--- src/rtl/wbps_pkg.sv ---
// Package for the wildcard byte pattern scanner.
// Holds sizes, configuration register indexes and the transaction payload types.
// No dependencies.
package wbps_pkg;

    localparam int PATTERN_MAX  = 32;
    localparam int OFFSET_WIDTH = 32;
    localparam int MATCH_OFF_W  = 32;
    localparam int BYTE_W       = 8;
    localparam int PAT_REG_W    = 64;
    localparam int PAT_REGS     = 4;
    localparam int WILD_W       = 32;
    localparam int LEN_W        = 6;
    localparam int CFG_DATA_W   = 64;
    localparam int CFG_INDEX_W  = 3;
    localparam int WIN_IDX_W    = $clog2(PATTERN_MAX);
    localparam int FILL_W       = $clog2(PATTERN_MAX + 1);

    localparam logic [CFG_INDEX_W-1:0] CFG_PATTERN_0  = 3'd0;
    localparam logic [CFG_INDEX_W-1:0] CFG_PATTERN_1  = 3'd1;
    localparam logic [CFG_INDEX_W-1:0] CFG_PATTERN_2  = 3'd2;
    localparam logic [CFG_INDEX_W-1:0] CFG_PATTERN_3  = 3'd3;
    localparam logic [CFG_INDEX_W-1:0] CFG_WILD_MASK  = 3'd4;
    localparam logic [CFG_INDEX_W-1:0] CFG_PAT_LENGTH = 3'd5;

    localparam logic [LEN_W-1:0] LEN_RESET = 6'd1;

    typedef struct packed {
        logic [BYTE_W-1:0] data_byte;
        logic              segment_start;
        logic              end_of_scan;
    } scan_in_t;

    typedef struct packed {
        logic                   found;
        logic [MATCH_OFF_W-1:0] match_offset;
        logic                   at_end;
    } scan_res_t;

endpackage

--- src/rtl/wildcard_byte_pattern_scanner_top.sv ---
// Wildcard byte pattern scanner: input register, parallel window compare, result register.
// Depends on wbps_pkg.
//
// channel  | dir | handshake            | payload
// ---------+-----+----------------------+------------------------------------
// in       | in  | in_valid / in_ready  | in_data   (scan_in_t)
// out      | out | out_valid / out_ready| out_data  (scan_res_t)
// cfg      | in  | cfg_we               | cfg_index, cfg_data (64 bits)
//
// One byte per cycle unless the output stalls; each byte is held in the input register and
// its result, if any, is then registered in the output register.
// The window compare of all 32 positions is done in parallel, combinationally.
// Only a result-producing byte waits on a full output register; others pass.
// rst_n resets control state and configuration (length to 1); the byte window is not reset.
module wildcard_byte_pattern_scanner_top
    import wbps_pkg::*;
(
    input  logic                   clk,
    input  logic                   rst_n,
    input  logic                   cfg_we,
    input  logic [CFG_INDEX_W-1:0] cfg_index,
    input  logic [CFG_DATA_W-1:0]  cfg_data,
    input  logic                   in_valid,
    output logic                   in_ready,
    input  scan_in_t               in_data,
    output logic                   out_valid,
    input  logic                   out_ready,
    output scan_res_t              out_data
);

    localparam logic [OFFSET_WIDTH-1:0] OFFSET_MAX = '1;

    logic [PAT_REGS-1:0][PAT_REG_W-1:0] pattern_reg;
    logic [WILD_W-1:0]                  wild_reg;
    logic [LEN_W-1:0]                   len_reg;

    logic                               in_valid_reg;
    scan_in_t                           in_data_reg;

    logic [PATTERN_MAX-1:0][BYTE_W-1:0] window_reg;
    logic [PATTERN_MAX-1:0][BYTE_W-1:0] window_next;
    logic [FILL_W-1:0]                  fill_reg;
    logic [FILL_W-1:0]                  fill_next;
    logic [FILL_W-1:0]                  fill_base;
    logic [OFFSET_WIDTH-1:0]            offset_reg;
    logic [OFFSET_WIDTH-1:0]            offset_next;
    logic                               reported_reg;
    logic                               reported_next;

    logic                               out_valid_reg;
    scan_res_t                          out_data_reg;

    logic [PAT_REGS*PAT_REG_W-1:0]      pattern_flat;
    logic [LEN_W-1:0]                   len_m1;
    logic [WIN_IDX_W-1:0]               win_idx;
    logic [PATTERN_MAX-1:0]             pos_ok;
    logic                               len_ok;
    logic                               match;
    logic                               produce;
    logic                               advance;
    logic [OFFSET_WIDTH-1:0]            match_start;
    scan_res_t                          result;

    assign pattern_flat = pattern_reg;
    assign len_m1       = len_reg - LEN_W'(1);
    assign len_ok       = (len_reg != '0) && (len_reg <= LEN_W'(PATTERN_MAX));

    // Window shift and match evaluation for the byte in the input register
    always_comb
    begin
        fill_base = in_data_reg.segment_start ? '0 : fill_reg;
        window_next[0] = in_data_reg.data_byte;
        for (int k = 1; k < PATTERN_MAX; k++)
        begin
            window_next[k] = window_reg[k-1];
        end
        fill_next = (fill_base < FILL_W'(PATTERN_MAX)) ? fill_base + FILL_W'(1) : fill_base;
        win_idx = '0;
        for (int j = 0; j < PATTERN_MAX; j++)
        begin
            win_idx   = WIN_IDX_W'(len_m1) - WIN_IDX_W'(j);
            pos_ok[j] = (LEN_W'(j) >= len_reg) || wild_reg[j]
                        || (window_next[win_idx] == pattern_flat[j*BYTE_W +: BYTE_W]);
        end
        match = len_ok && (FILL_W'(fill_next) >= FILL_W'(len_reg)) && (&pos_ok);
    end

    always_comb
    begin
        if (offset_reg < OFFSET_WIDTH'(len_m1))
        begin
            match_start = '0;
        end
        else
        begin
            match_start = offset_reg - OFFSET_WIDTH'(len_m1);
        end
        result.found        = match;
        result.match_offset = match ? MATCH_OFF_W'(match_start) : '0;
        result.at_end       = in_data_reg.end_of_scan;
    end

    assign produce  = in_valid_reg && !reported_reg && (match || in_data_reg.end_of_scan);
    assign advance  = in_valid_reg && (!produce || !out_valid_reg || out_ready);
    assign in_ready = !in_valid_reg || advance;

    always_comb
    begin
        reported_next = reported_reg;
        offset_next   = offset_reg;
        if (!reported_reg)
        begin
            reported_next = match || in_data_reg.end_of_scan;
            offset_next   = (offset_reg < OFFSET_MAX) ? offset_reg + OFFSET_WIDTH'(1) : offset_reg;
        end
        if (in_data_reg.end_of_scan)
        begin
            reported_next = 1'b0;
            offset_next   = '0;
        end
    end

    always_ff @(posedge clk or negedge rst_n)
    begin
        if (!rst_n)
        begin
            pattern_reg <= '0;
            wild_reg    <= '0;
            len_reg     <= LEN_RESET;
        end
        else if (cfg_we)
        begin
            case (cfg_index)
                CFG_PATTERN_0:  pattern_reg[0] <= cfg_data;
                CFG_PATTERN_1:  pattern_reg[1] <= cfg_data;
                CFG_PATTERN_2:  pattern_reg[2] <= cfg_data;
                CFG_PATTERN_3:  pattern_reg[3] <= cfg_data;
                CFG_WILD_MASK:  wild_reg       <= cfg_data[WILD_W-1:0];
                CFG_PAT_LENGTH: len_reg        <= cfg_data[LEN_W-1:0];
                default:        ;
            endcase
        end
    end

    always_ff @(posedge clk or negedge rst_n)
    begin
        if (!rst_n)
        begin
            in_valid_reg  <= 1'b0;
            fill_reg      <= '0;
            offset_reg    <= '0;
            reported_reg  <= 1'b0;
            out_valid_reg <= 1'b0;
        end
        else
        begin
            if (in_ready)
            begin
                in_valid_reg <= in_valid;
            end
            if (advance)
            begin
                offset_reg   <= offset_next;
                reported_reg <= reported_next;
                if (in_data_reg.end_of_scan)
                begin
                    fill_reg <= '0;
                end
                else if (!reported_reg)
                begin
                    fill_reg <= fill_next;
                end
            end
            if (advance && produce)
            begin
                out_valid_reg <= 1'b1;
            end
            else if (out_ready)
            begin
                out_valid_reg <= 1'b0;
            end
        end
    end

    always_ff @(posedge clk)
    begin
        if (in_ready && in_valid)
        begin
            in_data_reg <= in_data;
        end
        if (advance && !reported_reg)
        begin
            window_reg <= window_next;
        end
        if (advance && produce)
        begin
            out_data_reg <= result;
        end
    end

    assign out_valid = out_valid_reg;
    assign out_data  = out_data_reg;

endmodule
--- config.mk ---
export PLATFORM = sky130hd
export DESIGN_NAME = wildcard_byte_pattern_scanner_top
export DESIGN_NICKNAME = d
export VERILOG_FILES = /design/src/rtl/wbps_pkg.sv /design/src/rtl/wildcard_byte_pattern_scanner_top.sv
export SDC_FILE = /design/constraint.sdc
export NUM_CORES = 2
export LEC_CHECK = 0
export BUFFER_PORTS_ARGS = -buffer_cell sky130_fd_sc_hd__buf_2
export CAP_MARGIN = 20
export CORE_MARGIN = 2
export CORE_UTILIZATION = 55
export CTS_CLUSTER_SIZE = 16
export DETAILED_ROUTE_END_ITERATION = 16
export PLACE_DENSITY = 0.72
export SLEW_MARGIN = 20
export SYNTH_ARGS = -nofsm -noshare
export SYNTH_HDL_FRONTEND = slang
export SYNTH_SLANG_ARGS = --single-unit
--- constraint.sdc ---
create_clock -name clk -period 16.55 [get_ports clk]
set_input_delay 0.8275 -clock clk [delete_from_list [all_inputs] [get_ports clk]]
set_output_delay 0.8275 -clock clk [all_outputs]
set_load 0.02 [all_outputs]
==> impl_metrics.tcl <==
set metrics [dict create \
    outcome "finished clean" \
    leakagePower_nw 19.2 \
    yosys-top-cells-count "mux4_2 (401), mux2_2 (363), dfrtp_1 (334)" \
    syn_avg_cell_area_um2 12.1 \
    yosys-top-cells-area "mux4_2 (19%), edfxtp_1 (19%), dfrtp_1 (18%)" \
    end_kind "flip-flop" \
    crit_end "window_next[38]$_DFFE_PP_" \
    vias_per_cell 7.31 \
    fmax_ghz 0.0986 \
    critPathMaxStageDelay_ns 0.89 \
    worst-path-buf-inv 8 \
    path_class "reg2reg" \
    synth_top_area_cell "mux4_2" \
    relSlewSlack_pct 13.2 \
    placedInstanceArea_mm2 0.0486 \
    ys_warn_count 0 \
    coreArea_mm2 0.0851 \
    power_density_mw_per_mm2 207 \
    ys_seq_area_share_pct 36.3 \
    r2r_cells 22 \
    ctsHoldBuffers 0 \
    met2WireLength_um 72200 \
    multiInputGateArea_mm2 0.0287 \
    drt-met1-wl_um 64100 \
    drt-initial-drc-count 5913 \
    yosys.cell_count.top_type "mux4_2" \
    period_needed_ns 10.15 \
    root_buffer "clkbuf_16" \
    antenna_found_initial 6 \
    path_common_cell "buf_4" \
    grt_first_pass_wirelength_um 251000 \
    crit_chain "inv_4, ha_4, inv_2, ha_1, clkinv_1, buf_4, o21ai_0, buf_4, and3_1, buf_4, a211oi_1, nor2_1, xnor2_1, nor4_1, a211oi_1, nor4_2, nand4_2, o21ai_0, nand3_1, and2_4, buf_4, buf_4" \
    setup_tns_ns 0 \
    dp.final_hpwl_um 129000 \
    syn_nets 4026 \
    clock_latency_ns 0.69 \
    num_vias 37340 \
    start_kind "flip-flop" \
    largest_reg_flops 256 \
    p_total_w 0.0106 \
    rows 107 \
    io_pins 118 \
    cp.required_ns 16.83 \
    synth_cell_types 104 \
    cts_tree "done" \
    regArea_mm2 0.0172 \
    r2r-end "window_next[38]$_DFFE_PP_" \
    async_flop_share_pct 53.4 \
    drv_slew 0 \
    fin_skew_ns 0.0454 \
    hold_path.class "in2async" \
    synth_edf_count 292 \
    gp_congestion 1.06 \
    hold_viol 0 \
    avgRoutedWirePerCell_um 34.2 \
    wl_met3_um 24800 \
    setup_violations 0 \
    cts_resized 0 \
    routed_wl_um 175000 \
    worstMarginPinSlew_ns 1.27 \
    synth_cells 3919 \
    ys_seq_elements 627 \
    postCtsSetupBuffers 0 \
    synthFlopType "dfrtp_1" \
    clk_pin_slew_ns 0.07 \
    reg2reg_from "len_reg[0]$_DFFE_PN1P_" \
    dr.max_layer_used "met5" \
    path_max_fanout 69 \
    drt_first_pass_iters 9 \
    critPathSlowestCell "ha_4" \
    layout.nets 4010 \
    clockBufferDepth 3 \
    grt_usage_pct 39.0 \
    r2r_slack_ns 6.40 \
    crit_family "buffers and inverters" \
    fillers 6804 \
    syn2layout_area_growth_pct 8.44 \
    rsz0062_at_grt "no" \
    finalCritPeriodShare_pct 61.3 \
    synth_area_mm2 0.0473 \
    numPortBuffers 117 \
    cts_buffers 74 \
    ant_nets 0 \
    cp-startpoint "len_reg[0]$_DFFE_PN1P_" \
    grt_pass1_vias 34582 \
    drv_cap 0 \
    drive_gt1_share_pct 29.3 \
    cts_sinks 627 \
    synth_top_cell_area_share_pct 19.1 \
    fin_area_mm2 0.0513 \
    design.die.area_mm2 0.0883 \
    drc 0 \
    grt_max_degree 147 \
    cp.arrival_ns 10.43 \
    chipWidth_um 297 \
    h-tree-depth 3 \
    irDropWorstVdd_mv 0.133 \
    start_util_pct 55.5 \
    cp.depth 22 \
    grt-ovfl-total 0 \
    utilization_pct 60.2 \
    die_h_um 297 \
]
layer usage:
metal / vias up / track usage, %
li1: 15362 / -
met5: - / 0.162
met4: 4 / 23.3
met2: 2801 / 54.6
met3: 560 / 14.9
met1: 18613 / 51.4
worst min-delay path by stage:
stage,startpoint,to,slack (ns),depth (start not counted)
6_report,rst_n,pattern_flat[201]$_DFFE_PN0P_,0.19,1
5_1_grt,rst_n,pattern_flat[201]$_DFFE_PN0P_,0.25,1
4_1_cts,rst_n,pattern_flat[201]$_DFFE_PN0P_,0.21,1
3_5_place_dp,fill_reg[4]$_DFFE_PN0P_,fill_reg[4]$_DFFE_PN0P_,0.49,2
3_3_place_gp,fill_reg[4]$_DFFE_PN0P_,fill_reg[4]$_DFFE_PN0P_,0.48,2
2_1_floorplan,window_next[228]$_DFFE_PP_,window_next[236]$_DFFE_PP_,0.46,0
worst register-to-register path: cells and delay by family (launching register included):
family | cells | cell delay [ns]
AO/OA/AOI/OAI | 4 | 1.49
XOR/XNOR | 1 | 0.15
adder cells (fa/ha/maj) | 2 | 1.42
buffers and inverters | 8 | 2.95
flip-flops | 1 | 0.88
AND/OR/NAND/NOR | 7 | 2.80
per-stage QoR:
step | std cells | hold WS [ns] | worst slack, ns
floorplan | 3919 | 0.458 | 3.92
global placement | 4967 | 0.480 | 6.32
detailed placement | 4967 | 0.485 | 6.92
CTS | 5102 | 0.208 | 6.89
global route | 5106 | 0.249 | 6.06
finish | 5107 | 0.185 | 6.40
cell usage in the layout (no fill, tap or decap), drive strengths merged, types with 16 or more instances in the layout:
master,n
and3,58
nor2,128
nor3,61
clkinv,23
a211oi,65
a21oi,102
o22ai,25
nor4,65
xor2,193
o211a,27
or3,31
nand3,127
nand4,69
ha,24
a31oi,21
a22o,18
clkbuf,98
xnor2,248
o211ai,58
and2,36
dfrtp,334
o22a,17
mux2,364
nor2b,16
o21ai,158
edfxtp,292
a21o,24
inv,68
a22oi,35
mux2i,196
nand2,205
buf,191
mux4,402
cells by family after synthesis:
family	count (synthesis)	share of synthesized area [%]
DFF	627	36.3
AOI/OAI and AO/OA	656	9.59
buffers and inverters	346	3.58
and+or+nand+nor	860	9.60
xor gates and xnor gates	441	8.26
adders and majority gates	27	0.720
muxes	962	32.0
final cells by class:
type | instances | area share [%]
multi-input combinational | 2946 | 55.9
sequential | 627 | 33.5
clock buffer | 98 | 4.15
tap | 1144 | 2.79
timing repair buffer | 191 | 2.40
clock inverter | 37 | 0.781
inverter | 63 | 0.466
antenna | 1 | 0.00488
power breakdown:
group / internal (W) / switching [W] / total [W]
clock: 0.00101 / 0.000725 / 0.00173
combinational: 0.00268 / 0.00398 / 0.00665
sequential: 0.00188 / 0.000353 / 0.00223
total: 0.00556 / 0.00506 / 0.0106
Note: power is estimated with default switching activity, not from simulation.
